$ cat config.mk
export PLATFORM = sky130hd
export DESIGN_NAME = tdes_round_cell
export DESIGN_NICKNAME = d
export VERILOG_FILES = /design/src/hdl/tdes_pkg.sv /design/src/hdl/tdes_round_cell.sv
export SDC_FILE = /design/constraint.sdc
export NUM_CORES = 1
export LEC_CHECK = 0
export BUFFER_PORTS_ARGS = -buffer_cell sky130_fd_sc_hd__buf_2
export CAP_MARGIN = 15
export CORE_MARGIN = 2
export CORE_UTILIZATION = 55
export DETAILED_ROUTE_END_ITERATION = 7
export HOLD_SLACK_MARGIN = 0.02
export PLACE_DENSITY = 0.83
export SLEW_MARGIN = 5
export SYNTH_ARGS = -nofsm -noshare
export SYNTH_HDL_FRONTEND = slang
export SYNTH_SLANG_ARGS = --single-unit
$ cat constraint.sdc
create_clock -name clk -period 0.8 [get_ports clk]
set_input_delay 0.04 -clock clk [delete_from_list [all_inputs] [get_ports clk]]
set_output_delay 0.04 -clock clk [all_outputs]
set_load 0.005 [all_outputs]
$ cat src/hdl/tdes_pkg.sv
// tdes_pkg: constants, permutation tables and des round functions
// used by the round cell, the key setup and the top level; no dependencies
package tdes_pkg;

	localparam int RoundCount = 16;
	localparam int CellCount  = 48;
	localparam int IdxW = 3;

	localparam logic [IdxW-1:0] RegKeyFirst  = 3'd0;
	localparam logic [IdxW-1:0] RegKeySecond = 3'd1;
	localparam logic [IdxW-1:0] RegKeyThird  = 3'd2;
	localparam logic [IdxW-1:0] RegDirection = 3'd3;
	localparam logic [IdxW-1:0] RegTriple    = 3'd4;

	typedef logic [47:0] subkey_t;
	typedef subkey_t subkeys_t [RoundCount];

	typedef struct packed {
		logic        valid;
		logic        last;
		logic [31:0] l;
		logic [31:0] r;
	} cell_data_t;

	localparam logic [7:0] TabIp [64] = '{
		58, 50, 42, 34, 26, 18, 10, 2, 60, 52, 44, 36, 28, 20, 12, 4,
		62, 54, 46, 38, 30, 22, 14, 6, 64, 56, 48, 40, 32, 24, 16, 8,
		57, 49, 41, 33, 25, 17, 9, 1, 59, 51, 43, 35, 27, 19, 11, 3,
		61, 53, 45, 37, 29, 21, 13, 5, 63, 55, 47, 39, 31, 23, 15, 7};
	localparam logic [7:0] TabFp [64] = '{
		40, 8, 48, 16, 56, 24, 64, 32, 39, 7, 47, 15, 55, 23, 63, 31,
		38, 6, 46, 14, 54, 22, 62, 30, 37, 5, 45, 13, 53, 21, 61, 29,
		36, 4, 44, 12, 52, 20, 60, 28, 35, 3, 43, 11, 51, 19, 59, 27,
		34, 2, 42, 10, 50, 18, 58, 26, 33, 1, 41, 9, 49, 17, 57, 25};
	localparam logic [7:0] TabE [48] = '{
		32, 1, 2, 3, 4, 5, 4, 5, 6, 7, 8, 9, 8, 9, 10, 11, 12, 13, 12, 13, 14, 15, 16, 17,
		16, 17, 18, 19, 20, 21, 20, 21, 22, 23, 24, 25, 24, 25, 26, 27, 28, 29, 28, 29,
		30, 31, 32, 1};
	localparam logic [7:0] TabP [32] = '{
		16, 7, 20, 21, 29, 12, 28, 17, 1, 15, 23, 26, 5, 18, 31, 10,
		2, 8, 24, 14, 32, 27, 3, 9, 19, 13, 30, 6, 22, 11, 4, 25};
	localparam logic [7:0] TabPc1 [56] = '{
		57, 49, 41, 33, 25, 17, 9, 1, 58, 50, 42, 34, 26, 18,
		10, 2, 59, 51, 43, 35, 27, 19, 11, 3, 60, 52, 44, 36,
		63, 55, 47, 39, 31, 23, 15, 7, 62, 54, 46, 38, 30, 22,
		14, 6, 61, 53, 45, 37, 29, 21, 13, 5, 28, 20, 12, 4};
	localparam logic [7:0] TabPc2 [48] = '{
		14, 17, 11, 24, 1, 5, 3, 28, 15, 6, 21, 10,
		23, 19, 12, 4, 26, 8, 16, 7, 27, 20, 13, 2,
		41, 52, 31, 37, 47, 55, 30, 40, 51, 45, 33, 48,
		44, 49, 39, 56, 34, 53, 46, 42, 50, 36, 29, 32};
	localparam logic [1:0] TabShift [16] = '{
		1, 1, 2, 2, 2, 2, 2, 2, 1, 2, 2, 2, 2, 2, 2, 1};
	localparam logic [3:0] TabSbox [8][64] = '{
		'{14,4,13,1,2,15,11,8,3,10,6,12,5,9,0,7,0,15,7,4,14,2,13,1,10,6,12,11,9,5,3,8,
		  4,1,14,8,13,6,2,11,15,12,9,7,3,10,5,0,15,12,8,2,4,9,1,7,5,11,3,14,10,0,6,13},
		'{15,1,8,14,6,11,3,4,9,7,2,13,12,0,5,10,3,13,4,7,15,2,8,14,12,0,1,10,6,9,11,5,
		  0,14,7,11,10,4,13,1,5,8,12,6,9,3,2,15,13,8,10,1,3,15,4,2,11,6,7,12,0,5,14,9},
		'{10,0,9,14,6,3,15,5,1,13,12,7,11,4,2,8,13,7,0,9,3,4,6,10,2,8,5,14,12,11,15,1,
		  13,6,4,9,8,15,3,0,11,1,2,12,5,10,14,7,1,10,13,0,6,9,8,7,4,15,14,3,11,5,2,12},
		'{7,13,14,3,0,6,9,10,1,2,8,5,11,12,4,15,13,8,11,5,6,15,0,3,4,7,2,12,1,10,14,9,
		  10,6,9,0,12,11,7,13,15,1,3,14,5,2,8,4,3,15,0,6,10,1,13,8,9,4,5,11,12,7,2,14},
		'{2,12,4,1,7,10,11,6,8,5,3,15,13,0,14,9,14,11,2,12,4,7,13,1,5,0,15,10,3,9,8,6,
		  4,2,1,11,10,13,7,8,15,9,12,5,6,3,0,14,11,8,12,7,1,14,2,13,6,15,0,9,10,4,5,3},
		'{12,1,10,15,9,2,6,8,0,13,3,4,14,7,5,11,10,15,4,2,7,12,9,5,6,1,13,14,0,11,3,8,
		  9,14,15,5,2,8,12,3,7,0,4,10,1,13,11,6,4,3,2,12,9,5,15,10,11,14,1,7,6,0,8,13},
		'{4,11,2,14,15,0,8,13,3,12,9,7,5,10,6,1,13,0,11,7,4,9,1,10,14,3,5,12,2,15,8,6,
		  1,4,11,13,12,3,7,14,10,15,6,8,0,5,9,2,6,11,13,8,1,4,10,7,9,5,0,15,14,2,3,12},
		'{13,2,8,4,6,15,11,1,10,9,3,14,5,0,12,7,1,15,13,8,10,3,7,4,12,5,6,11,0,14,9,2,
		  7,11,4,1,9,12,14,2,0,6,10,13,15,3,5,8,2,1,14,7,4,10,8,13,15,12,9,0,3,5,6,11}};

	function automatic logic [63:0] ip_perm(input logic [63:0] v);
		logic [63:0] r;
		for (int i = 0; i < 64; i++) r[63-i] = v[64-int'(TabIp[i])];
		return r;
	endfunction

	function automatic logic [63:0] fp_perm(input logic [63:0] v);
		logic [63:0] r;
		for (int i = 0; i < 64; i++) r[63-i] = v[64-int'(TabFp[i])];
		return r;
	endfunction

	function automatic logic [31:0] feistel(input logic [31:0] r, input subkey_t k);
		logic [47:0] x;
		logic [31:0] s;
		logic [5:0]  six;
		logic [31:0] p;
		for (int i = 0; i < 48; i++) x[47-i] = r[32-int'(TabE[i])];
		x = x ^ k;
		for (int b = 0; b < 8; b++) begin
			six = x[47-6*b -: 6];
			s[31-4*b -: 4] = TabSbox[b][{six[5], six[0], six[4:1]}];
		end
		for (int i = 0; i < 32; i++) p[31-i] = s[32-int'(TabP[i])];
		return p;
	endfunction

	function automatic logic [27:0] rotl28(input logic [27:0] x, input logic [1:0] s);
		return (s == 2'd1) ? {x[26:0], x[27]} : {x[25:0], x[27:26]};
	endfunction

endpackage

$ cat src/hdl/tdes_round_cell.sv
// tdes_round_cell: one feistel round with its pipeline register
// depends on tdes_pkg
module tdes_round_cell (
	input  logic                 clk,
	input  logic                 arst_n,
	input  tdes_pkg::cell_data_t d_in,
	input  tdes_pkg::subkey_t    subkey,
	output tdes_pkg::cell_data_t d_out
);

	tdes_pkg::cell_data_t data_q;

	always_ff @(posedge clk or negedge arst_n) begin
		if (!arst_n) begin
			data_q <= '0;
		end else begin
			data_q.valid <= d_in.valid;
			data_q.last  <= d_in.last;
			data_q.l     <= d_in.r;
			data_q.r     <= d_in.l ^ tdes_pkg::feistel(d_in.r, subkey);
		end
	end

	assign d_out = data_q;

endmodule

==> results of run 1 <==
## cells in the mapped netlist (3+ instances only)
| library cell | number |
|---|---|
| a2111oi_0 | 4 |
| a211oi_1 | 22 |
| a21oi_1 | 43 |
| a221oi_1 | 6 |
| a311oi_1 | 7 |
| a31oi_1 | 15 |
| buf_2 | 11 |
| clkbuf_1 | 25 |
| dfrtp_1 | 66 |
| ha_1 | 62 |
| inv_1 | 37 |
| mux2i_1 | 36 |
| mux4_2 | 24 |
| nand2_1 | 75 |
| nand2b_1 | 4 |
| nand3_1 | 18 |
| nor2_1 | 48 |
| nor3_1 | 22 |
| o2111ai_1 | 7 |
| o211ai_1 | 21 |
| o21ai_0 | 35 |
| o221ai_1 | 6 |
| o22ai_1 | 7 |
| o311ai_0 | 3 |
| o31ai_1 | 4 |
| o32ai_1 | 5 |
| or3_1 | 3 |
| xnor2_1 | 72 |
| xor2_1 | 51 |
| xor2_2 | 6 |
## logic make-up after synthesis
logic type	Yosys count	share of synthesized area
flops	66	0.2351
mux	64	0.1389
fa+ha+maj	62	0.1104
simple gates	177	0.1067
xor+xnor	130	0.1695
buf+inv	75	0.04203
compound gates	204	0.1973
## stage by stage
step | setup WS [ns] | hold WS (ns)
3_3_place_gp | -1.142 | 0.07254
3_5_place_dp | -1.240 | 0.07958
2_1_floorplan | -0.9767 | -0.2556
==> key figures, run 1 <==
Status
  – Status: stopped before the end
  – Fail Step: clock tree synthesis
  – Stop err: [ERROR DPL-0038] Utilization greater than 100%, impossible to legalize

Synthesis
  – Synth Flop Type: dfrtp_1
  – Mapped Cells: ~780
  – Synthesized area: roughly 0.007 mm²
  – Area leader, netlist: dfrtp_1
  – Number of synthesized flops with an enable pin: 0
  – Post-Synthesis Mean Instance Area: 9.030 µm²
  – Ranking of synthesized cells by area: dfrtp_1 24%, ha_1 11%, xnor2_1 9.0%, mux4_2 7.7%, xor2_1 6.4%
  – Register bit total from synthesis: 66
  – Post-synthesis cell type count: 55
  – Synthesis warning total: 0
  – Share of the synthesized area in the top cell type: 0.2351
  – Post-Syn Nets: ~960
  – Post-synthesis sequential area ratio: 0.2351
  – FFs w/ async S/R, synth: 1.000

Clock tree
  – Post-CTS setup buffer count: 41
  – CTS Buf Count: 9
  – Max H-tree Level: 3
  – Hold_buf cts: between 60 and 70
  – CTS root buf: clkbuf_16
  – # clock sinks: 66
  – CTS max path bufs: 2
  – Post_cts resized: ~200

Floorplan
  – Die width: around 120 µm
  – Starting Density: 0.5590
  – Site Rows: 41
  – IO Pins: around 180
  – Die span in y: ~120 µm

Place
  – DP Area: between 0.01 and 0.015 mm²
  – Placed wire-length estimate: between 15 and 20 mm
  – I/O Buffers: roughly 180
  – Routability congestion estimate: around 0.95
  – Inst Count DP: between 1000 and 1500
==> run 2: changes to the inputs <==
Settings changed: CORE_UTILIZATION 55 to 40, HOLD_SLACK_MARGIN 0.02 to default, PLACE_DENSITY 0.83 to default, PLACE_DENSITY_LB_ADDON from default to 0.15.
==> key figures, run 2 <==
Status
  – Status: finished, violations left
  – Failing checks: negative setup slack

Clock tree
  – Clock transition at path regs: ~0.060 ns
  – CTS root buf: clkbuf_16
  – CTS tree: built
  – CTS Buf Count: 9 (unchanged)
  – Max H-tree Level: 3 (unchanged)
  – CTS max path bufs: 2 (unchanged)
  – # clock sinks: 66 (unchanged)

Synthesis
  – Top cells by count, synth: 75 x nand2_1, 72 x xnor2_1, 66 x dfrtp_1
  – Synthesized area: 0.007025 mm² (unchanged)
  – Post-Synthesis Mean Instance Area: 9.030 µm² (unchanged)
  – Post-synthesis mux area share: 0.1389 (unchanged)
  – Synth Area in Simple Gates: 0.1067 (unchanged)
  – Number of synthesized flops with an enable pin: 0 (unchanged)
  – Main combinational cell family by area after synthesis: compound AO/OA/AOI/OAI gates
  – Post-synthesis cell type count: 55 (unchanged)
  – Ranking of synthesized cells by area: dfrtp_1 24%, ha_1 11%, xnor2_1 9.0%, mux4_2 7.7%, xor2_1 6.4%
  – Area share of fa/ha/maj cells after synthesis: 0.1104 (unchanged)
  – Register bit total from synthesis: 66 (unchanged)
  – Synth Flop Type: dfrtp_1
  – Mapped Cells: 778 (unchanged)
  – FFs w/ async S/R, synth: 1.000 (unchanged)
  – Most common cell in the netlist: nand2_1
  – Synthesis warning total: 0 (unchanged)
  – Post-Syn Nets: 956 (unchanged)
  – Share of the synthesized area in the top cell type: 0.2351 (unchanged)
  – Area leader, netlist: dfrtp_1
  – Synth Area in XOR/XNOR: 0.1695 (unchanged)
  – Synth Area in Compound Gates: 0.1973 (unchanged)
  – Post-synthesis sequential area ratio: 0.2351 (unchanged)

Global route
  – Initial antenna violation count: 0
  – GRT Util Overall: 0.2516
  – Aggregate global routing overflow: 0
  – First-pass GRT wire length: between 30 and 40 mm
  – Vias in the first global route: 7983
  – Largest net degree at the start of global routing: 67

Drt
  – DRC violations left: 0
  – Metal2 WL: 12.09 mm
  – M1 WL: between 9 and 10 mm
  – Top routing layer used: met4
  – Antenna viol nets, final: 0
  – First DRT Iteration DRCs: 357
  – Router iterations before antenna repair: 5
  – DR vias: roughly 8000
  – Routed wl met3: between 1 and 1.5 mm
  – Final wirelength: between 20 and 25 mm
  – Vias per inst: around 5.2
  – Post-DR wirelength/cell: between 15 and 20 µm

Layout
  – Max reg flops: 66
  – Reg area: between 0.0015 and 0.002 mm²
  – Multi-input logic area: 0.006262 mm²
  – Fillcell total: between 1000 and 1500
  – Fin nets: between 1000 and 1500
  – Synth-to-layout area growth: 84.93%
  – Layout cell share with drive strength beyond 1: 0.5249
  – Non-Filler Instances: 1529
  – Core Util, Final: 0.7538
  – Most frequent cells in the layout: 256 x buf_4, 148 x buf_2, 73 x nand2_1, 66 x dfrtp_1, 66 x dlygate4sd3_1
  – Commonest non-fill, non-tap cell in the layout: buf_4

STA
  – Unrepaired setup endpoints after global routing: yes
  – Setup WS post-layout: -0.7644 ns
  – Fmax: about 0.64 GHz
  – Max_slew headroom: 0.6819
  – Final setup fails: 98
  – Worst-Margin Slew: ~0.47 ns
  – Fin crit share: 1.955
  – Final hold vios: 0
  – Max Slew Vio Count: 0
  – Hold WS: approximately 0.042 ns
  – Crit path time final: roughly 1.6 ns

Floorplan
  – Starting Density: 0.4076 (-0.1514)
  – CORE AREA: roughly 0.017 mm²
  – Site Rows: 48 (+17%)
  – Die width: 136.5 µm (+17%)
  – Die span in y: 136.5 µm (+17%)
  – IO Pins: 182 (unchanged)
  – Overall die area: ~0.019 mm²

Worst hold path
  – Min-delay worst type: input pin to register
  – Hold Path Cell Cnt: 2
  – End of the worst hold path: d_out[35]
  – Hold path startpoint: d_in[3]

Power and ir drop
  – Power density cells: approximately 1600 mW/mm²
  – Total Power: 20.23 mW
  – Leak: 5.766 nW
  – Peak supply drop: between 0.001 and 0.0015 V

Critical path
  – Crit end category: register
  – WS Path Type: input pin to register
  – Crit-path max FO: 6
  – Worst path arrival time: around 1.8 ns
  – CP required: around 1.0 ns
  – Worst setup SP type: input pin
  – Crit path from: subkey[25]

Flow run
  – Max_cap viols: 0

Place
  – Routability congestion estimate: 0.9019 (-4.9%)
  – Inst Count DP: 1415 (+4.2%)
  – I/O Buffers: 181 (unchanged)
  – Placed wire-length estimate: 16.55 mm (-10%)
run 2: cell counts after synthesis:
No cell type changed its count.
run 2: kinds of logic after synthesis:
logic type,Yosys count
multiplexers,64
AO/OA/AOI/OAI,204
XOR/XNOR,130
buffers and inverters,75
flip-flops,66
adder cells (fa/ha/maj),62
AND/OR/NAND/NOR,177
run 2: where the power goes:
| part | switching (mW) | internal (mW) |
|---|---|---|
| combinational | 5.54 | 6.45 |
| sequential | 0.160 | 3.96 |
| clock | 1.53 | 2.58 |
| total | 7.23 | 13.0 |
run 2: worst max-delay path: stages:
cell     delay, ns
buf_8         0.10
xor2_4        0.20
ha_4          0.31
inv_2         0.04
mux4_2        0.47
mux4_2        0.49
xnor2_1       0.14
run 2: timing repair:
item                                   in CTS  in global routing
setup endpoints to repair                  98                 98
pin swaps                                  87                 71
hold buffers                               66                  0
buffers inserted                           25                 10
resized for setup                         157                 72
endpoints found under the hold margin     131                  0
run 2: layer usage:
metal	GRT usage	vias up
li1	-	3880
met1	0.3131	3765
met2	0.4542	226
met3	0.03370	32
met4	0.06944	0
met5	0	-
run 2: worst max path at each step:
stage,slack [ns],endpoint,cells past startpoint
floorplan,-0.98,d_out[0],9
global placement,-1.16,d_out[2],6
detailed placement,-1.18,d_out[2],6
CTS,-0.75,d_out[12],7
global route,-0.80,d_out[11],10
finish,-0.76,d_out[12],7
run 2: area by class of cell:
| cell class | count | share of cell area |
|---|---|---|
| well taps | 225 | 0.02167 |
| multi-input cells | 637 | 0.4820 |
| diodes | 1 | 0.0001926 |
| clock inverters | 2 | 0.002696 |
| inverters | 39 | 0.01454 |
| repair buffers | 545 | 0.3315 |
| flip-flops and latches | 66 | 0.1271 |
| clock buffers | 14 | 0.02032 |
run 2: metrics by stage:
| step | instance area, µm² | TNS (ns) | setup WS (ns) |
|---|---|---|---|
| detailed placement | 10870 | -32.84 | -1.184 |
| finish | 12990 | -22.79 | -0.7644 |
| floorplan | 7820 | -25.55 | -0.9767 |
| global placement | 10870 | -32.18 | -1.157 |
| global route | 12990 | -26.85 | -0.8001 |
| CTS | 12620 | -23.24 | -0.7497 |
(Power assumes the default switching activity.)
==> run 3: changes to the inputs <==
Settings changed: ABC_AREA from default to 1.
==> key figures, run 3 <==
Status
  – Failing checks: negative setup slack
  – Status: finished, violations left

STA
  – Setup TNS: -9.949 ns (+12.84 ns)
  – Crit path time final: 1.070 ns (-0.4943 ns)
  – Setup WS post-layout: -0.2701 ns (+0.4943 ns)
  – Max_slew headroom: 0.7716 (+0.08972)
  – Hold WS: 0.03219 ns (-0.009822 ns)
  – Final hold vios: 0 (unchanged)
  – Worst-Margin Slew: 0.3423 ns (-0.1275 ns)
  – Final setup fails: 98 (unchanged)
  – Unrepaired setup endpoints after global routing: yes
  – Fmax: 0.9345 GHz (+46%)
  – Max Slew Vio Count: 0 (unchanged)
  – Fin crit share: 1.338 (-0.6178)

Synthesis
  – Share of the synthesized area in the top cell type: 0.3098 (+0.07475)
  – Main combinational cell family by area after synthesis: simple AND/OR/NAND/NOR gates
  – Most common cell in the netlist: nand2_1
  – Post-synthesis cell type count: 24 (-56%)
  – Synth Area in Compound Gates: 0.01423 (-0.1831)
  – Post-Synthesis Mean Instance Area: 5.869 µm² (-35%)
  – Post-Syn Nets: 1466 (+53%)
  – Synthesis warning total: 0 (unchanged)
  – Synthesized area: 0.007560 mm² (+7.6%)
  – Register bit total from synthesis: 66 (unchanged)
  – Post-synthesis sequential area ratio: 0.2185 (-0.01661)
  – Number of synthesized flops with an enable pin: 0 (unchanged)
  – Post-synthesis mux area share: 0 (-0.1389)
  – Area leader, netlist: nand2_1
  – Top cells by count, synth: 624 x nand2_1, 286 x nand3_1, 134 x inv_1
  – FFs w/ async S/R, synth: 1.000 (unchanged)
  – Mapped Cells: 1288 (+66%)
  – Synth Flop Type: dfrtp_1
  – Area share of fa/ha/maj cells after synthesis: 0.1026 (-0.007803)
  – Synth Area in XOR/XNOR: 0.05164 (-0.1179)
  – Ranking of synthesized cells by area: nand2_1 31%, dfrtp_1 22%, nand3_1 19%, ha_1 10%, inv_1 6.7%
  – Synth Area in Simple Gates: 0.5257 (+0.4190)

Layout
  – Antenna Cells: 0 (-1)
  – Max reg flops: 66 (unchanged)
  – Reg area: 0.001652 mm² (unchanged)
  – Commonest non-fill, non-tap cell in the layout: nand2_1
  – Synth-to-layout area growth: 75.36%
  – Fillcell total: 1499 (+28%)
  – Post-route cell area: 0.01326 mm² (+2.0%)
  – Fin nets: 1859 (+26%)
  – Layout cell share with drive strength beyond 1: 0.4259 (-0.09908)
  – Multi-input logic area: 0.007019 mm² (+12%)
  – Core Util, Final: 0.7111 (-0.04270)
  – Most frequent cells in the layout: 476 x nand2_1, 181 x nand3_1, 149 x buf_2, 137 x buf_4, 101 x nand3_2

Flow run
  – Max_cap viols: 0 (unchanged)

Drt
  – Antenna viol nets, final: 0 (unchanged)
  – Vias per inst: 5.044 (-2.4%)
  – Final wirelength: 25.67 mm (+9.2%)
  – First DRT Iteration DRCs: 552 (+55%)
  – Router iterations before antenna repair: 5 (unchanged)
  – DRC violations left: 0 (unchanged)
  – Post-DR wirelength/cell: 13.37 µm (-13%)
  – DR vias: 9684 (+23%)

Critical path
  – Crit end category: register
  – Worst setup SP type: input pin
  – Max stage delay on crit path: 0.31 ns (-0.18 ns)
  – Crit-path max FO: 4 (-2)
  – WS Path Type: input pin to register
  – Slowest CP cell: ha_4
  – CP Cell Sequence: buf_12 > inv_12 > nand2_4 > nand2_4 > inv_4 > ha_4 > inv_4 > nand2_4 > nand3_1 > nand3_2 > nand2_1 > nand2_1 > nand2_1 > nand2_1 > nand2_1
  – CP dominant cell by count: nand2_1
  – Worst path arrival time: 1.31 ns (-0.48 ns)
  – CP required: 1.04 ns (about the same)

Global route
  – Aggregate global routing overflow: 0 (unchanged)
  – Initial antenna violation count: 0 (unchanged)
  – Vias in the first global route: 8979 (+12%)
  – First-pass GRT wire length: 40.78 mm (+7.7%)
  – GRT Util Overall: 0.2447 (-0.006831)
  – Largest net degree at the start of global routing: 30 (-55%)

Power and ir drop
  – Power density cells: 1339 mW/mm² (-14%)
  – Leak: 7.081 nW (+23%)
  – Peak supply drop: 0.001057 V (-4.3%)

Place
  – DP Area: 0.01052 mm² (-3.2%)
  – I/O Buffers: 181 (unchanged)
  – Placed wire-length estimate: 17.75 mm (+7.2%)
  – Dpl ws: -0.6973 ns (+0.4863 ns)
  – Routability congestion estimate: 0.9470 (+5.0%)

Floorplan
  – Overall die area: 0.02002 mm² (+7.4%)
  – Starting Density: 0.4055 (-0.002090)
  – IO Pins: 182 (unchanged)
  – Site Rows: 50 (+4.2%)
  – Die width: 141.5 µm (+3.6%)
  – CORE AREA: 0.01864 mm² (+8.2%)
  – Die span in y: 141.5 µm (+3.6%)

Worst hold path
  – Min-delay worst type: input pin to async pin

Clock tree
  – CTS Buf Count: 9 (unchanged)
  – CTS tree: built
  – Clock transition at path regs: 0.06 ns (about the same)
  – CTS root buf: clkbuf_16
  – Max H-tree Level: 3 (unchanged)
  – # clock sinks: 66 (unchanged)
  – CTS max path bufs: 2 (unchanged)
-- run 3: cell types whose count changed after synthesis, sizes merged, moves of 26 or more --
cell,change
nand2,+550
inv,+97
xor2,-46
a21oi,-39
mux4,-26
nand3,+269
xnor2,-48
mux2i,-36
nor2,-39
-- run 3: worst max path at each step --
stage	startpoint	to	slack, ns
2_1_floorplan	d_in[20]	d_out[8]	-0.47
3_3_place_gp	d_in[12]	d_out[18]	-0.70
3_5_place_dp	subkey[14]	d_out[21]	-0.70
4_1_cts	subkey[14]	d_out[3]	-0.21
5_1_grt	subkey[14]	d_out[3]	-0.34
6_report	subkey[14]	d_out[3]	-0.27
-- run 3: timing repair --
item | in CTS | in global routing
endpoints found under the setup margin | 98 | 98
buffers inserted | 17 | 8
pin swaps | 132 | 100
gates cloned | 0 | 0
endpoints found under the hold margin | 132 | 0
resized for setup | 221 | 173
hold buffers | 67 | 0
-- run 3: area by class of cell --
class                           instances  share of cell area
Timing Repair Buffer                  409              0.2519
Clock buffer                           12             0.01935
Multi-Input combinational cell       1058              0.5295
Inverter                              137             0.04880
Sequential cell                        66              0.1246
Clock inverter                          4            0.003775
Tap cell                              234             0.02209
-- run 3: cells by family (layout without fill, tap and decap cells) --
family	Yosys count	after routing
fa+ha+maj	62	62
flops	66	66
buf+inv	164	562
compound gates	20	20
xor+xnor	36	36
simple gates	940	940
-- run 3: critical path, delay by kind of cell --
kind                       cells  cell delay (ns)
adders and majority gates      1             0.31
buffers and inverters          4             0.26
and+or+nand+nor               10             0.67
-- run 3: power breakdown --
| part | switching, mW | leakage (nW) | internal [mW] | total [mW] |
|---|---|---|---|---|
| registers | 0.123 | 0.779 | 3.76 | 3.88 |
| clock network | 1.64 | 0.145 | 2.58 | 4.22 |
| logic | 5.32 | 6.16 | 4.33 | 9.64 |
| total | 7.08 | 7.08 | 10.7 | 17.7 |
-- run 3: stage by stage --
step / instances / total power, mW
global placement: 1812 / 11.51
CTS: 1912 / 16.92
global route: 1920 / 18.95
finish: 1920 / 17.75
detailed placement: 1812 / 11.59
floorplan: 1288 / 8.620
-- run 3: metal layers --
layer	GRT usage	vias up	share of wire
met5	0	-	0
met4	0.07105	0	0.022
met1	0.2932	4485	0.40
li1	-	4865	-
met3	0.03881	46	0.048
met2	0.4509	288	0.53
==> run 4: changes to the inputs <==
Settings changed: MAX_ROUTING_LAYER from default to met4.
==> key figures, run 4 (synthesized netlist as in run 3, its figures left out) <==
STA
  – Setup WS post-layout: -0.2550 ns (+0.01510 ns)
  – Worst-Margin Slew: 0.3443 ns (+0.001988 ns)
  – Max Slew Vio Count: 0 (unchanged)
  – Crit path time final: 1.055 ns (-0.01510 ns)
  – Fin crit share: 1.319 (-0.01887)
  – Max_slew headroom: 0.7694 (-0.002204)
  – Hold WS: 0.1966 ns (+0.1644 ns)
  – Final setup fails: 98 (unchanged)
  – Unrepaired setup endpoints after global routing: yes
  – Final hold vios: 0 (unchanged)
  – Fmax: 0.9479 GHz (+1.4%)

Worst hold path
  – Min-delay worst type: input pin to async pin

Drt
  – DR vias: 9643 (-0.42%)
  – Router iterations before antenna repair: 5 (unchanged)
  – Vias per inst: 5.036 (-0.16%)
  – Antenna viol nets, final: 0 (unchanged)
  – Post-DR wirelength/cell: 13.40 µm (+0.24%)
  – First DRT Iteration DRCs: 580 (+5.1%)
  – Final wirelength: 25.66 mm (about the same)
  – DRC violations left: 0 (unchanged)

Critical path
  – CP required: 1.04 ns (about the same)
  – Crit-path max FO: 5 (+1)
  – Worst setup SP type: input pin
  – Worst setup path end: d_out[21]
  – Crit path from: d_in[9]
  – Worst path arrival time: 1.29 ns (-0.02 ns)
  – Crit end category: register
  – WS Path Type: input pin to register

Power and ir drop
  – Peak supply drop: 0.001069 V (+1.2%)
  – Leak: 7.098 nW (+0.24%)
  – Total Power: 17.75 mW (about the same)
  – Power density cells: 1330 mW/mm² (-0.67%)

Clock tree
  – CTS root buf: clkbuf_16
  – # clock sinks: 66 (unchanged)
  – Max H-tree Level: 3 (unchanged)
  – CTS Buf Count: 9 (unchanged)
  – CTS max path bufs: 2 (unchanged)
  – Clock transition at path regs: 0.06 ns (about the same)
  – CTS tree: built

Layout
  – Fin nets: 1855 (-0.22%)
  – Synth-to-layout area growth: 76.61%
  – Fillcell total: 1504 (+0.33%)
  – Most frequent cells in the layout: 473 x nand2_1, 187 x nand3_1, 148 x buf_2, 125 x buf_4, 95 x nand3_2
  – Layout cell share with drive strength beyond 1: 0.4220 (-0.003836)
  – Max reg flops: 66 (unchanged)
  – Commonest non-fill, non-tap cell in the layout: nand2_1

Global route
  – Aggregate global routing overflow: 0 (unchanged)
  – Largest net degree at the start of global routing: 38 (+27%)
  – First-pass GRT wire length: 41.46 mm (+1.7%)
  – Vias in the first global route: 9268 (+3.2%)
  – Initial antenna violation count: 1 (+1)
  – GRT Util Overall: 0.2560 (+0.01124)

Status
  – Failing checks: negative setup slack
  – Status: finished, violations left

Flow run
  – Max_cap viols: 0 (unchanged)

Floorplan
  – Starting Density: 0.4055 (unchanged)
  – Die span in y: 141.5 µm (unchanged)
  – CORE AREA: 0.01864 mm² (unchanged)
  – IO Pins: 182 (unchanged)
  – Overall die area: 0.02002 mm² (unchanged)
  – Site Rows: 50 (unchanged)
  – Die width: 141.5 µm (unchanged)

Place
  – I/O Buffers: 181 (unchanged)
  – Placed wire-length estimate: 17.41 mm (-1.9%)
  – Routability congestion estimate: 0.9554 (+0.89%)
  – Dpl ws: -0.7013 ns (-0.004070 ns)
==> run 4: stage by stage <==
step,instance area [µm²],cells,TNS (ns),util
global route,13350,1915,-14.23,0.7162
floorplan,8268,1288,-10.44,-
finish,13350,1915,-10.00,0.7162
CTS,12570,1907,-9.650,0.6742
detailed placement,10540,1807,-19.92,0.5651
global placement,10540,1807,-19.35,0.5651
==> run 4: critical path, cell delays in order <==
cell,delay (ns)
buf_12,0.11
clkinv_8,0.04
nand2_8,0.05
nand2_8,0.09
inv_8,0.04
ha_4,0.31
inv_4,0.06
nand2_4,0.09
nand2_4,0.06
nand2_1,0.06
nand3_1,0.09
nand3_2,0.10
nand2_1,0.05
nand2_1,0.05
nand2_1,0.04
==> run 4: what timing repair did <==
action                                 CTS  global route
gates resized for setup                239           177
endpoints found under the hold margin  132             0
pin swaps                              143           124
setup endpoints to repair               98            98
cloned                                   1             1
setup buffers                           18             6
hold buffers                            67             0
==> run 4: worst min-delay path by stage <==
stage / endpoint / slack [ns] / cells after the start
2_1_floorplan: d_out[0] / -0.26 / 0
6_report: d_out[58] / 0.20 / 3
3_3_place_gp: d_out[58] / 0.02 / 2
4_1_cts: d_out[58] / 0.20 / 3
5_1_grt: d_out[58] / 0.22 / 3
3_5_place_dp: d_out[58] / 0.02 / 2
==> run 4: cell type report <==
class,count,area (µm²),area share
inverters,137,659.4,0.04939
well taps,234,292.8,0.02193
repair buffers,404,3392,0.2541
multi-input cells,1059,7061,0.5288
clock buffers,11,252.7,0.01893
flip-flops and latches,66,1652,0.1237
clock inverters,3,40.04,0.002999
diodes,1,2.502,0.0001874
==> run 4: routing by layer <==
metal / GRT usage / up-vias / wire length, µm
met5: - / - / 0
met4: 0.09526 / 0 / 767
met3: 0.02869 / 69 / 1151
met2: 0.4561 / 281 / 13410
met1: 0.2970 / 4437 / 10330
li1: - / 4856 / -
==> run 4: power breakdown <==
| part | total (mW) | switching, mW | internal (mW) |
|---|---|---|---|
| combinational | 9.71 | 5.33 | 4.39 |
| sequential | 3.88 | 0.123 | 3.76 |
| clock | 4.16 | 1.62 | 2.54 |
