## src/hdl/tdes_pkg.sv

```systemverilog
// tdes_pkg: constants, permutation tables and des round functions
// used by the round cell, the key setup and the top level; no dependencies
package tdes_pkg;

	localparam int RoundCount = 16;
	localparam int CellCount  = 48;
	localparam int IdxW = 3;

	localparam logic [IdxW-1:0] RegKeyFirst  = 3'd0;
	localparam logic [IdxW-1:0] RegKeySecond = 3'd1;
	localparam logic [IdxW-1:0] RegKeyThird  = 3'd2;
	localparam logic [IdxW-1:0] RegDirection = 3'd3;
	localparam logic [IdxW-1:0] RegTriple    = 3'd4;

	typedef logic [47:0] subkey_t;
	typedef subkey_t subkeys_t [RoundCount];

	typedef struct packed {
		logic        valid;
		logic        last;
		logic [31:0] l;
		logic [31:0] r;
	} cell_data_t;

	localparam logic [7:0] TabIp [64] = '{
		58, 50, 42, 34, 26, 18, 10, 2, 60, 52, 44, 36, 28, 20, 12, 4,
		62, 54, 46, 38, 30, 22, 14, 6, 64, 56, 48, 40, 32, 24, 16, 8,
		57, 49, 41, 33, 25, 17, 9, 1, 59, 51, 43, 35, 27, 19, 11, 3,
		61, 53, 45, 37, 29, 21, 13, 5, 63, 55, 47, 39, 31, 23, 15, 7};
	localparam logic [7:0] TabFp [64] = '{
		40, 8, 48, 16, 56, 24, 64, 32, 39, 7, 47, 15, 55, 23, 63, 31,
		38, 6, 46, 14, 54, 22, 62, 30, 37, 5, 45, 13, 53, 21, 61, 29,
		36, 4, 44, 12, 52, 20, 60, 28, 35, 3, 43, 11, 51, 19, 59, 27,
		34, 2, 42, 10, 50, 18, 58, 26, 33, 1, 41, 9, 49, 17, 57, 25};
	localparam logic [7:0] TabE [48] = '{
		32, 1, 2, 3, 4, 5, 4, 5, 6, 7, 8, 9, 8, 9, 10, 11, 12, 13, 12, 13, 14, 15, 16, 17,
		16, 17, 18, 19, 20, 21, 20, 21, 22, 23, 24, 25, 24, 25, 26, 27, 28, 29, 28, 29,
		30, 31, 32, 1};
	localparam logic [7:0] TabP [32] = '{
		16, 7, 20, 21, 29, 12, 28, 17, 1, 15, 23, 26, 5, 18, 31, 10,
		2, 8, 24, 14, 32, 27, 3, 9, 19, 13, 30, 6, 22, 11, 4, 25};
	localparam logic [7:0] TabPc1 [56] = '{
		57, 49, 41, 33, 25, 17, 9, 1, 58, 50, 42, 34, 26, 18,
		10, 2, 59, 51, 43, 35, 27, 19, 11, 3, 60, 52, 44, 36,
		63, 55, 47, 39, 31, 23, 15, 7, 62, 54, 46, 38, 30, 22,
		14, 6, 61, 53, 45, 37, 29, 21, 13, 5, 28, 20, 12, 4};
	localparam logic [7:0] TabPc2 [48] = '{
		14, 17, 11, 24, 1, 5, 3, 28, 15, 6, 21, 10,
		23, 19, 12, 4, 26, 8, 16, 7, 27, 20, 13, 2,
		41, 52, 31, 37, 47, 55, 30, 40, 51, 45, 33, 48,
		44, 49, 39, 56, 34, 53, 46, 42, 50, 36, 29, 32};
	localparam logic [1:0] TabShift [16] = '{
		1, 1, 2, 2, 2, 2, 2, 2, 1, 2, 2, 2, 2, 2, 2, 1};
	localparam logic [3:0] TabSbox [8][64] = '{
		'{14,4,13,1,2,15,11,8,3,10,6,12,5,9,0,7,0,15,7,4,14,2,13,1,10,6,12,11,9,5,3,8,
		  4,1,14,8,13,6,2,11,15,12,9,7,3,10,5,0,15,12,8,2,4,9,1,7,5,11,3,14,10,0,6,13},
		'{15,1,8,14,6,11,3,4,9,7,2,13,12,0,5,10,3,13,4,7,15,2,8,14,12,0,1,10,6,9,11,5,
		  0,14,7,11,10,4,13,1,5,8,12,6,9,3,2,15,13,8,10,1,3,15,4,2,11,6,7,12,0,5,14,9},
		'{10,0,9,14,6,3,15,5,1,13,12,7,11,4,2,8,13,7,0,9,3,4,6,10,2,8,5,14,12,11,15,1,
		  13,6,4,9,8,15,3,0,11,1,2,12,5,10,14,7,1,10,13,0,6,9,8,7,4,15,14,3,11,5,2,12},
		'{7,13,14,3,0,6,9,10,1,2,8,5,11,12,4,15,13,8,11,5,6,15,0,3,4,7,2,12,1,10,14,9,
		  10,6,9,0,12,11,7,13,15,1,3,14,5,2,8,4,3,15,0,6,10,1,13,8,9,4,5,11,12,7,2,14},
		'{2,12,4,1,7,10,11,6,8,5,3,15,13,0,14,9,14,11,2,12,4,7,13,1,5,0,15,10,3,9,8,6,
		  4,2,1,11,10,13,7,8,15,9,12,5,6,3,0,14,11,8,12,7,1,14,2,13,6,15,0,9,10,4,5,3},
		'{12,1,10,15,9,2,6,8,0,13,3,4,14,7,5,11,10,15,4,2,7,12,9,5,6,1,13,14,0,11,3,8,
		  9,14,15,5,2,8,12,3,7,0,4,10,1,13,11,6,4,3,2,12,9,5,15,10,11,14,1,7,6,0,8,13},
		'{4,11,2,14,15,0,8,13,3,12,9,7,5,10,6,1,13,0,11,7,4,9,1,10,14,3,5,12,2,15,8,6,
		  1,4,11,13,12,3,7,14,10,15,6,8,0,5,9,2,6,11,13,8,1,4,10,7,9,5,0,15,14,2,3,12},
		'{13,2,8,4,6,15,11,1,10,9,3,14,5,0,12,7,1,15,13,8,10,3,7,4,12,5,6,11,0,14,9,2,
		  7,11,4,1,9,12,14,2,0,6,10,13,15,3,5,8,2,1,14,7,4,10,8,13,15,12,9,0,3,5,6,11}};

	function automatic logic [63:0] ip_perm(input logic [63:0] v);
		logic [63:0] r;
		for (int i = 0; i < 64; i++) r[63-i] = v[64-int'(TabIp[i])];
		return r;
	endfunction

	function automatic logic [63:0] fp_perm(input logic [63:0] v);
		logic [63:0] r;
		for (int i = 0; i < 64; i++) r[63-i] = v[64-int'(TabFp[i])];
		return r;
	endfunction

	function automatic logic [31:0] feistel(input logic [31:0] r, input subkey_t k);
		logic [47:0] x;
		logic [31:0] s;
		logic [5:0]  six;
		logic [31:0] p;
		for (int i = 0; i < 48; i++) x[47-i] = r[32-int'(TabE[i])];
		x = x ^ k;
		for (int b = 0; b < 8; b++) begin
			six = x[47-6*b -: 6];
			s[31-4*b -: 4] = TabSbox[b][{six[5], six[0], six[4:1]}];
		end
		for (int i = 0; i < 32; i++) p[31-i] = s[32-int'(TabP[i])];
		return p;
	endfunction

	function automatic logic [27:0] rotl28(input logic [27:0] x, input logic [1:0] s);
		return (s == 2'd1) ? {x[26:0], x[27]} : {x[25:0], x[27:26]};
	endfunction

endpackage

```

## src/hdl/tdes_key_sched.sv

```systemverilog
// tdes_key_sched: registered sixteen round keys for one des key and direction
// depends on tdes_pkg
module tdes_key_sched (
	input  logic               clk,
	input  logic [63:0]        key,
	input  logic               decrypt,
	output tdes_pkg::subkeys_t subkeys
);

	tdes_pkg::subkeys_t sk_q;
	tdes_pkg::subkeys_t sk_next;

	// fixed rotations only, so the chain is wiring plus pc-2 taps
	always_comb begin
		logic [27:0] c;
		logic [27:0] d;
		logic [55:0] cd;
		tdes_pkg::subkey_t k;
		tdes_pkg::subkeys_t fwd;
		for (int i = 0; i < 56; i++) cd[55-i] = key[64-int'(tdes_pkg::TabPc1[i])];
		c = cd[55:28];
		d = cd[27:0];
		for (int n = 0; n < tdes_pkg::RoundCount; n++) begin
			c  = tdes_pkg::rotl28(c, tdes_pkg::TabShift[n]);
			d  = tdes_pkg::rotl28(d, tdes_pkg::TabShift[n]);
			cd = {c, d};
			for (int i = 0; i < 48; i++) k[47-i] = cd[56-int'(tdes_pkg::TabPc2[i])];
			fwd[n] = k;
		end
		for (int n = 0; n < tdes_pkg::RoundCount; n++)
			subkeys[n] = sk_q[n];
		for (int n = 0; n < tdes_pkg::RoundCount; n++)
			if (decrypt) sk_next[n] = fwd[tdes_pkg::RoundCount-1-n];
			else sk_next[n] = fwd[n];
	end

	always_ff @(posedge clk) begin
		sk_q <= sk_next;
	end

endmodule

```

## config.mk

```make
export PLATFORM = sky130hd
export DESIGN_NAME = tdes_key_sched
export DESIGN_NICKNAME = d
export VERILOG_FILES = /design/src/hdl/tdes_pkg.sv /design/src/hdl/tdes_key_sched.sv
export SDC_FILE = /design/constraint.sdc
export NUM_CORES = 1
export LEC_CHECK = 0
export BUFFER_PORTS_ARGS = -buffer_cell sky130_fd_sc_hd__clkbuf_2
export CORE_AREA = 5 5 320 322
export CTS_CLUSTER_DIAMETER = 200
export DETAILED_ROUTE_END_ITERATION = 7
export DIE_AREA = 0 0 325 327
export GPL_TIMING_DRIVEN = 1
export RECOVER_POWER = 50
export SYNTH_ARGS = -nofsm -noshare
export SYNTH_HDL_FRONTEND = slang
export SYNTH_SLANG_ARGS = --single-unit
```

## constraint.sdc

```tcl
create_clock -name clk -period 1.25 [get_ports clk]
set_clock_uncertainty 0.05 [all_clocks]
set_input_delay 0.25 -clock clk [delete_from_list [all_inputs] [get_ports clk]]
set_output_delay 0.25 -clock clk [all_outputs]
set_load 0.05 [all_outputs]
```

**Word-level counts from Yosys, hierarchy flattened**

Index checks and enable logic that the tools add are counted.

- Register bits: 768
- Word-level logic and storage cells: 32

- Mux-type cells: 16

Operators by type and width:

| cell | count |
|---|---|
| 48-bit 2-to-1 mux | 16 |

**Depth between registers and ports, before layout**

Gate-level depths: netlist (run 1).

- Word-level depth: 1
- Gate-level depth with buffers: 5
- Mapped depth without buffers: 1

**Worst setup path before layout (run 1)**

OpenSTA, ideal clock, no wires.

- Path type: input port to flip-flop
- Start: input port decrypt
- End: register sk_q, in the netlist subkeys[0]
- Data arrival time: 1107 ps
- Required time: 1079 ps
- Path slack: -29 ps
- Stages on the path: 5
- Buffers on the path: 4
- Path through: buf_2 > buf_6 > buf_6 > buf_6 > mux2_4

RTL lines:

| element | line | text |
|---|---|---|
| from (decl) | tdes_key_sched.sv:6 | `input logic decrypt,` |
| to (signal assigned) | tdes_key_sched.sv:38 | `sk_q <= sk_next;` |
| to (decl) | tdes_key_sched.sv:10 | `tdes_pkg::subkeys_t sk_q;` |

==> results of run 1 <==
[power by group]
part / total [mW] / switching, mW / internal (mW) / leakage, nW
Sequential: 25.7 / 1.60 / 24.1 / 5.84
Clock: 22.7 / 9.99 / 12.7 / 1.22
Combinational: 20.6 / 10.7 / 9.93 / 13.7
[cells by family after synthesis]
family | Yosys count | share of synthesized area (%)
mux | 688 | 37.4
buf+inv | 273 | 6.90
flops | 688 | 55.7
[Yosys cell counts]
cell                       number  share of area (%)
sky130_fd_sc_hd__buf_2         31               0.63
sky130_fd_sc_hd__buf_4         81                2.5
sky130_fd_sc_hd__buf_6         45                2.0
sky130_fd_sc_hd__clkbuf_1     116                1.8
sky130_fd_sc_hd__dfxtp_1      688                 56
sky130_fd_sc_hd__mux2_2       288                 13
sky130_fd_sc_hd__mux2_4       400                 24
[worst max-delay path, delay by kind of cell]
family                 cells  cell delay, ns
multiplexers               1            0.39
buffers and inverters      3            1.40
[cell type report]
class / instances / area share [%]
multi-input combinational: 688 / 19.8
clock buffer: 116 / 4.73
antenna: 1 / 0.00535
timing repair buffer: 946 / 39.8
tap: 1298 / 3.47
sequential: 688 / 31.7
clock inverter: 23 / 0.591
[layout by cell type, fill, tap and decap left out, drive strengths merged]
master	n
clkinv	12
dlygate4sd3	10
diode	1
inv	8
clkbuf	681
buf	371
bufinv	1
clkinvlp	2
dfxtp	688
mux2	688
[per-layer routing]
metal / track usage [%] / part of all wire, % / vias up
met3: 6.87 / 8.4 / 262
met1: 19.5 / 36 / 8410
met4: 9.70 / 5.8 / 0
li1: - / - / 7004
met2: 32.7 / 50 / 874
met5: 0 / 0 / -
[through the flow]
step / power [mW] / utilization [%] / cells / setup TNS (ns) / hold WS (ns)
global placement: 39.1 / 30.7 / 3610 / -82.77 / 0.490
global route: 70.8 / 47.2 / 3760 / -315.40 / 0.0215
finish: 69.0 / 47.2 / 3760 / -259.04 / 0.0600
floorplan: 35.4 / - / 1649 / 0 / 0.343
detailed placement: 39.1 / 30.7 / 3610 / -83.63 / 0.505
CTS: 68.1 / 46.7 / 3759 / -196.54 / 0.00102
[timing repair]
item                        CTS  global route
hold buffers                 10             0
pin swaps                     0             0
setup endpoints to repair   768           768
gates resized for setup    2719           343
hold endpoints to repair     71             0
[worst paths after layout]
path / from / end / slack (ns) / depth (start not counted)
hold / removal: key[46] / subkeys[142] / 0.06 / 3
setup / recovery: decrypt / subkeys[68] / -0.40 / 4
==> results summary, run 1 <==
The per-cell routed wire length is 28.4 um. At the worst endpoint, the arrival time is 2.12 ns. The number of vias per cell after detailed routing came out at 4.40. The unique cell type count in the Yosys netlist came out at 7. The multi-input combinational cells in the finished layout cover a total of 0.00925 mm^2.

The tightest min-delay check is of the in -> reg type. The I/O pin count came out at 834. For this block, the routed nets add up to 107,000 um of wire.

The count of port buffers added during placement is 825. The most frequent cell on the critical path is sky130_fd_sc_hd__clkbuf_2. The final reports fail on negative setup slack. The largest stage delay on the critical path came out at 0.90 ns.

The flip-flop count of the largest register after layout is 688. The die footprint came out at 0.106 mm^2. The HPWL after detailed placement came out at 59,900 um. The analysis attributes to cell leakage a power of 20.8 nW. The first-iteration detailed-routing DRC count is 885.

The flow ran to the end, but the final reports show violations. The flip-flop and latch count after synthesis is 688. Routability-driven placement finished with a final weighted congestion of 0.750. The number of global-route vias before repair is 18,600.

The maximum number of pins on one net before global-route repair came out at 41. The summed instance area of the synthesized netlist came out at 0.0247 mm^2. The tree is rooted in a sky130_fd_sc_hd__clkbuf_16. For the pin with the worst max-slew slack, the measured transition is 1.28 ns. For this run, the total global-route usage over all layers was measured as 18.6%. The clock transition time at the flip-flop clock pins of the worst setup and hold paths came out at 0.06 ns.

The final instance area came out at 0.0468 mm^2. The worst path in the final design needs a cycle of 1.65 ns, including I/O delays and setup. The worst IR drop on VDD is 1250 uV.

The count of final hold-check violations is 0. The chip width came out at 325 um. The proportion of synthesized chip area in sequential cells came out at 55.7%.

The max-cap violation count is 0. The maximum fanout along the worst path is 30. The register cell area after layout came out at 0.0148 mm^2.

The worst-case setup margin in the final layout came out at -0.401 ns. Power spread over the standard cell area amounts to 1470 mW/mm^2. For this configuration, the core starts out at a cell density of 24.9%.

The signal on the critical path passes through clkbuf_2, clkbuf_2, buf_4, mux2_2. The fill cell instance count of the final layout came out at 7,739. The routed layout has 16,600 vias. TritonCTS built the clock tree.

The net count of the finished layout is 2,466. The initial antenna violation count came out at 4. The maximum clock insertion buffer count came out at 3. In this run the remaining antenna-violating nets after routing total 0. The startpoint class of the critical path is a primary input.

The number of setup buffers added after CTS came out at 0. The count of unresolved DRC violations after routing came out at 0. The floorplan has 116 rows. The post-place instance area is 0.0305 mm^2. The worst relative slew slack came out at 14.7%. In the synthesized netlist, the number of instances is 1,649. Compared with the post-synthesis result, the final layout area differs by 89.3%. The H-tree generated during clock tree synthesis spans 3 levels.

The detailed-router iteration count before antenna repair came out at 4. The floorplan core area is 0.0993 mm^2. The endpoint required time on the critical path came out at 1.72 ns.

In this run, CTS created clock tree buffers numbering 76. The net count of the mapped netlist came out at 1,715. The maximum frequency from static timing analysis is 0.606 GHz. In this run the vertical extent of the chip is 327 um. A synthesized cell averages 15.0 um^2. Of the cells placed in the final design, the portion with a size suffix greater than 1 is 98.6%.

The pre-CTS worst setup slack is -0.204 ns. The total clock sinks is 688. By startpoint and endpoint, the worst setup path is classified as in -> reg. The fraction of the cycle the final worst path needs is 132%. The max-slew violation total from the final report came out at 0. The count of warnings emitted by yosys is 0.

The wire length of the first global-routing pass is 145,000 um. Setup repair after global routing could not meet its margin everywhere. Among all stages on the critical path, the largest delay is contributed by sky130_fd_sc_hd__clkbuf_2. The final global-route overflow total came out at 0. The total setup violations reported at the end of the flow is 1,436. The critical path capture point type is a flop.
Note: power is estimated with default switching activity, not from simulation.
==> run 2: changes to the inputs <==
--- a/config.mk
+++ b/config.mk
@@ -6,11 +6,14 @@
 export NUM_CORES = 1
 export LEC_CHECK = 0
 export BUFFER_PORTS_ARGS = -buffer_cell sky130_fd_sc_hd__clkbuf_2
+export CELL_PAD_IN_SITES_DETAIL_PLACEMENT = 1
+export CELL_PAD_IN_SITES_GLOBAL_PLACEMENT = 1
 export CORE_AREA = 5 5 320 322
 export CTS_CLUSTER_DIAMETER = 200
 export DETAILED_ROUTE_END_ITERATION = 7
 export DIE_AREA = 0 0 325 327
 export GPL_TIMING_DRIVEN = 1
+export PLACE_DENSITY_LB_ADDON = 0.1
 export RECOVER_POWER = 50
 export SYNTH_ARGS = -nofsm -noshare
 export SYNTH_HDL_FRONTEND = slang
==> run 2 against run 1 <==
Against the previous run:
- the flow still finishes with violations (negative setup slack)
- maximum frequency grew 4.5%
- count of clock-buffer cells in the layout grew 13
- setup slack gained 0.071 ns
- cell count grew 0.24%
- hold slack lost 0.019 ns
- sequential share of layout area shrank 1.1 points
==> results summary, run 2 (synthesis results as in run 1) <==
Status: complete, but fails checks (unchanged). Violations in the final reports: negative setup slack (unchanged). The count of final hold-check violations is 0 (unchanged). The number of clock buffers inserted by TritonCTS was 81 (was 76). The largest stage delay on the critical path is 0.34 ns (was 0.90 ns).

The endpoint required time on the critical path was 0.95 ns (was 1.72 ns). The per-cell routed wire length is 29.3 um (was 28.4 um). The max-cap violation count came out at 0 (unchanged). The switching power as a share of total power is 30.8% (was 32.3%). Leading cell types in the layout, fill and taps excluded: 772 x sky130_fd_sc_hd__clkbuf_16, 600 x sky130_fd_sc_hd__dfxtp_2, 332 x sky130_fd_sc_hd__mux2_4 (was 610 x sky130_fd_sc_hd__dfxtp_2, 581 x sky130_fd_sc_hd__clkbuf_16, 400 x sky130_fd_sc_hd__mux2_4).

The clock transition time at the flip-flop clock pins of the worst setup and hold paths came to 0.06 ns (about the same). The critical path capture point type is an output pin (was flop). The number of nets in the layout came out at 2,469 (was 2,466). The slew of the pin with the lowest slew margin is 0.697 ns (was 1.28 ns). The maximum clock insertion buffer count is 3 (unchanged). The initial standard-cell utilization of the core is 24.9% (unchanged). The most frequent standard cell in the layout excluding fill and tap cells was sky130_fd_sc_hd__clkbuf_16 (was sky130_fd_sc_hd__dfxtp_2). The switching component of the power came out at 22.0 mW (was 22.3 mW). The ratio of total power to cell area came to 1470 mW/mm^2 (about the same).

The worst-path cell with the longest stage delay is sky130_fd_sc_hd__dfxtp_2 (was sky130_fd_sc_hd__clkbuf_2). The terminating pin of the worst hold path was subkeys[0] (was subkeys[142]). The post-place instance area is 0.0306 mm^2 (was 0.0305 mm^2). The max-slew violation total from the final report came out at 0 (unchanged). The detailed-router iteration count before antenna repair is 4 (unchanged). The number of cells on the worst hold path came out at 3 (unchanged). RSZ-0062 raised after global routing: true (unchanged). The internal power came out at 49.5 mW (was 46.7 mW). The final period demand of the worst path came out at 1.58 ns (was 1.65 ns). The I/O pin count came to 834 (unchanged). The fraction of power consumed by combinational cells came to 29.6% (was 29.9%).

The share of power burned in the clock network is 34.5% (was 32.9%). The total clock sinks is 688 (unchanged). The type of the worst setup path was reg -> out (was in -> reg).

The worst-case setup margin in the final layout is -0.330 ns (was -0.401 ns). The total power came out at 71.5 mW (was 69.0 mW). The number of routed nets with antenna violations is 0 (unchanged).

The placement row count came out at 116 (unchanged). The number of vias per cell after detailed routing is 4.25 (was 4.40). The worst min-delay path class is in -> reg (unchanged).

The area added between synthesis and finish came out at 96.7% (was 89.3%). The die footprint is 0.106 mm^2 (unchanged). The initial antenna violation count is 0 (was 4). The chip width is 325 um (unchanged). The count of port buffers added during placement came out at 825 (unchanged). The die outline height is 327 um (unchanged). The total number of vias is 16,000 (was 16,600). The wire length of the first global-routing pass is 154,000 um (was 145,000 um). The worst IR drop on VDD came out at 924 uV (was 1250 uV). The count of unresolved DRC violations after routing is 0 (unchanged). The floorplan core area came out at 0.0993 mm^2 (unchanged).

The source of the worst hold timing path is key[25] (was key[46]). The final instance area was 0.0486 mm^2 (was 0.0468 mm^2). The number of global-route vias before repair came out at 18,400 (was 18,600).

The maximum number of pins on one net before global-route repair came out at 35 (was 41). Series of cell instances along the critical path: buf_12, clkbuf_16 (was clkbuf_2, clkbuf_2, buf_4, mux2_2). The number of setup buffers added after CTS came out at 0 (unchanged).

The worst relative slew slack came out at 53.5% (was 14.7%). The CTS H-tree depth came out at 3 (unchanged). The overall routed net length came out at 111,000 um (was 107,000 um). The maximum frequency from static timing analysis came out at 0.633 GHz (was 0.606 GHz). The fill cell instance count of the final layout came out at 8,979 (was 7,739). The leakage power came out at 21.5 nW (was 20.8 nW). The clock root buffer was sky130_fd_sc_hd__clkbuf_16 (unchanged).

The first-iteration detailed-routing DRC count came out at 609 (was 885). The proportion of power drawn by flip-flops and latches is 35.9% (was 37.2%). The final global-route overflow total is 0 (unchanged).

The maximum fanout along the worst path was 2 (was 30). The total setup violations reported at the end of the flow was 1,085 (was 1,436). The arrival time of the worst setup path came out at 1.28 ns (was 2.12 ns). The clock tree from TritonCTS was built (unchanged). The final weighted congestion in routability-driven placement came out at 0.731 (was 0.750). The ratio of cells with drive above 1 in the final layout is 95.7% (was 98.6%). The combined global-route utilization of all metal layers is 20.1% (was 18.6%). The startpoint class of the critical path is a flop (was primary input). The HPWL after detailed placement came out at 68,300 um (was 59,900 um). The flip-flop count of the largest register after layout is 688 (unchanged). The fraction of the cycle the final worst path needs came to 126% (was 132%).
run 2: worst max-delay path by stage:
stage	cells after the start	from	to	slack, ns
final	2	subkeys[363]	subkeys[363]	-0.33
after global routing	2	subkeys[363]	subkeys[363]	-0.39
after CTS	2	subkeys[363]	subkeys[745]	-0.41
after detailed placement	4	decrypt	subkeys[54]	-0.24
after global placement	4	decrypt	subkeys[109]	-0.23
after floorplan	5	decrypt	subkeys[173]	0.005
run 2: final cells by class:
type / instances / area (um^2) / share of cell area, %
Clock buffer: 129 / 2500 / 5.15
Tap cell: 1298 / 1620 / 3.34
Sequential cell: 688 / 14900 / 30.5
Antenna cell: 2 / 5.00 / 0.0103
Clock inverter: 20 / 256 / 0.527
Multi-Input combinational cell: 688 / 8990 / 18.5
Timing Repair Buffer: 944 / 20400 / 42.0
run 2: metrics by stage:
stage	utilization, %	hold slack, ns	setup TNS (ns)	instances	setup slack, ns
6_report	49.0	0.0411	-186.13	3769	-0.330
5_1_grt	49.0	0.0220	-238.22	3767	-0.390
4_1_cts	49.3	0.00181	-199.81	3767	-0.405
3_5_place_dp	30.8	0.632	-94.19	3612	-0.239
3_3_place_gp	30.8	0.633	-92.31	3612	-0.231
2_1_floorplan	-	0.343	0	1649	0.00465
run 2: metal layers:
| layer | GRT usage, % | up-vias | wire [um] |
|---|---|---|---|
| met3 | 6.58 | 126 | 8080 |
| met4 | 6.13 | 0 | 3040 |
| met5 | 0 | - | 0 |
| li1 | - | 7031 | - |
| met2 | 36.4 | 629 | 56700 |
| met1 | 22.4 | 8227 | 42800 |
run 2: what timing repair did:
item | in CTS | in global routing
setup endpoints to repair | 768 | 768
gates resized for setup | 2969 | 111
hold buffers | 6 | 0
endpoints found under the hold margin | 23 | 0
run 2: critical path, delay by kind of cell (launching register included):
family                 cells  cell delay, ns
flip-flops                 1            0.34
buffers and inverters      2            0.29
run 2: power groups by stage:
stage | registers [mW] | clock network (mW) | logic, mW
finish | 25.7 | 24.7 | 21.2
global route | 25.8 | 26.3 | 21.7
floorplan | 31.0 | 0 | 4.42
global placement | 25.0 | 0 | 14.6
CTS | 25.6 | 25.3 | 21.3
detailed placement | 24.9 | 0 | 14.6
==> run 3: changes to the inputs <==
--- a/config.mk
+++ b/config.mk
@@ -8,10 +8,10 @@
 export BUFFER_PORTS_ARGS = -buffer_cell sky130_fd_sc_hd__clkbuf_2
 export CELL_PAD_IN_SITES_DETAIL_PLACEMENT = 1
 export CELL_PAD_IN_SITES_GLOBAL_PLACEMENT = 1
-export CORE_AREA = 5 5 320 322
+export CORE_AREA = 2 2 327 329
 export CTS_CLUSTER_DIAMETER = 200
 export DETAILED_ROUTE_END_ITERATION = 7
-export DIE_AREA = 0 0 325 327
+export DIE_AREA = 0 0 329 331
 export GPL_TIMING_DRIVEN = 1
 export PLACE_DENSITY_LB_ADDON = 0.1
 export RECOVER_POWER = 50
==> run 3 against run 2 <==
Against the previous run:
- non-clock buffer count is 8 higher
- clock power is 7% lower
- core utilization is 3.3 points lower
- critical path depth is 1 lower
- combinational power hardly changed
- final area is 1.4% lower
- the run still ends with negative setup slack left
- wire length is 3.2% lower
==> results summary, run 3 (synthesis results as in run 1) <==
Status: complete, but fails checks (unchanged). Violations in the final reports: negative setup slack (unchanged). The combined global-route utilization of all metal layers came out at 19.0% (was 20.1%). The first-iteration detailed-routing DRC count came to 507 (was 609). The clock root buffer was sky130_fd_sc_hd__clkbuf_16 (unchanged).

The number of nets in the layout is 2,479 (was 2,469). The type of the worst setup path is reg -> out (unchanged). The die outline height is 331 um (was 327 um). The placement row count came out at 119 (was 116). The number of routed nets with antenna violations was 0 (unchanged).

The number of cells on the worst hold path is 3 (unchanged). The HPWL after detailed placement came out at 67,800 um (was 68,300 um). The fill cell instance count of the final layout came out at 9,663 (was 8,979). The overall routed net length is 107,000 um (was 111,000 um). The max-cap violation count came out at 0 (unchanged). The number of setup buffers added after CTS is 0 (unchanged). The initial antenna violation count came out at 3 (was 0). The area added between synthesis and finish is 94.1% (was 96.7%). The total power came out at 69.4 mW (was 71.5 mW). The die footprint came out at 0.109 mm^2 (was 0.106 mm^2). The floorplan core area is 0.105 mm^2 (was 0.0993 mm^2).

The number of global-route vias before repair came to 18,100 (was 18,400). RSZ-0062 raised after global routing: true (unchanged). Series of cell instances along the critical path: clkbuf_16 (was buf_12, clkbuf_16).

The count of port buffers added during placement came to 825 (unchanged). Leading cell types in the layout, fill and taps excluded: 679 x sky130_fd_sc_hd__clkbuf_16, 608 x sky130_fd_sc_hd__dfxtp_2, 389 x sky130_fd_sc_hd__mux2_4 (was 772 x sky130_fd_sc_hd__clkbuf_16, 600 x sky130_fd_sc_hd__dfxtp_2, 332 x sky130_fd_sc_hd__mux2_4). The total setup violations reported at the end of the flow is 1,391 (was 1,085). The largest stage delay on the critical path is 0.39 ns (was 0.34 ns). The ratio of cells with drive above 1 in the final layout came to 98.1% (was 95.7%). The clock tree from TritonCTS is built (unchanged).

The final weighted congestion in routability-driven placement is 0.716 (was 0.731). The worst IR drop on VDD is 927 uV (was 924 uV). The final non-filler cell total was 3,861 (was 3,769).

The sum of negative setup slack is -219.40 ns (was -186.13 ns). The count of final hold-check violations came out at 0 (unchanged). The I/O pin count came out at 834 (unchanged). The final period demand of the worst path is 1.50 ns (was 1.58 ns). The maximum fanout along the worst path is 2 (unchanged). The critical path capture point type is an output pin (unchanged). The arrival time of the worst setup path is 1.20 ns (was 1.28 ns). The number of clock buffers inserted by TritonCTS is 83 (was 81).

The initial standard-cell utilization of the core came out at 23.6% (was 24.9%). The maximum number of pins on one net before global-route repair came to 40 (was 35). The worst min-delay path class is in -> reg (unchanged). The total clock sinks is 688 (unchanged). The worst-path cell with the longest stage delay is sky130_fd_sc_hd__dfxtp_4 (was sky130_fd_sc_hd__dfxtp_2). The flip-flop count of the largest register after layout is 688 (unchanged). The chip width came to 329 um (was 325 um). The final global-route overflow total was 0 (unchanged). The maximum frequency from static timing analysis came out at 0.667 GHz (was 0.633 GHz).

The endpoint required time on the critical path came to 0.95 ns (about the same). The per-cell routed wire length is 27.7 um (was 29.3 um). The count of cell instances traversed by the critical path is 1 (was 2). The wire length of the first global-routing pass came out at 147,000 um (was 154,000 um). The ratio of total power to cell area is 1450 mW/mm^2 (was 1470 mW/mm^2).

The total number of vias is 15,800 (was 16,000). The count of unresolved DRC violations after routing is 0 (unchanged). The worst path buffer plus inverter count is 1 (was 2).

The detailed-router iteration count before antenna repair came out at 4 (unchanged). The largest delay contributor family on the critical path is flip-flops (unchanged). The worst-case setup margin in the final layout is -0.249 ns (was -0.330 ns). The startpoint class of the critical path was a flop (unchanged).

The utilization after layout is 45.7% (was 49.0%). The number of placed cells counting well taps came to 3,712 (was 3,612). The clock transition time at the flip-flop clock pins of the worst setup and hold paths is 0.06 ns (about the same). The most frequent standard cell in the layout excluding fill and tap cells is sky130_fd_sc_hd__clkbuf_16 (unchanged).

The fraction of the cycle the final worst path needs is 120% (was 126%). The leakage power came out at 21.2 nW (was 21.5 nW). The number of vias per cell after detailed routing is 4.10 (was 4.25).

The CTS H-tree depth is 3 (unchanged). The maximum clock insertion buffer count is 3 (unchanged). The slew of the pin with the lowest slew margin came to 0.787 ns (was 0.697 ns). The max-slew violation total from the final report is 0 (unchanged). The worst relative slew slack is 47.5% (was 53.5%).
-- run 3: worst paths after layout --
check,from,end,slack (ns)
worst max-delay path,subkeys[350],subkeys[741],-0.25
worst min-delay path,key[6],subkeys[507],0.05
-- run 3: what timing repair did --
item | 4_1_cts | 5_1_grt
resized for setup | 2864 | 205
hold endpoints to repair | 30 | 0
hold buffers | 7 | 0
setup endpoints to repair | 768 | 768
-- run 3: area by class of cell --
cell class,count,area (um^2),area share [%]
sequential,688,14800,30.9
clock buffer,127,2460,5.12
tap,1391,1740,3.63
clock inverter,12,82.6,0.172
multi-input combinational,688,9210,19.2
antenna,3,7.51,0.0156
timing repair buffer,952,19700,41.0
-- run 3: report_power, final --
part	leakage, nW	internal [mW]	switching [mW]
Sequential	5.84	24.1	1.52
Combinational	14.2	10.3	10.6
Clock	1.24	13.4	9.46
Total	21.2	47.8	21.6
-- run 3: through the flow --
| stage | hold WS (ns) | instance area (um^2) | worst slack, ns |
|---|---|---|---|
| global route | 0.0168 | 48000 | -0.310 |
| CTS | 0.00509 | 47800 | -0.320 |
| detailed placement | 0.585 | 30800 | -0.259 |
| floorplan | 0.343 | 24700 | 0.00465 |
| finish | 0.0501 | 48000 | -0.249 |
| global placement | 0.578 | 30800 | -0.236 |
-- run 3: metal layers --
layer  vias to the layer above  global-route usage, %  part of all wire [%]
met1                      8016                   20.6                    37
li1                       7023                      -                     -
met3                       141                   7.52                   8.7
met2                       647                   33.9                    51
met5                         -                      0                     0
met4                         0                   5.87                   3.1
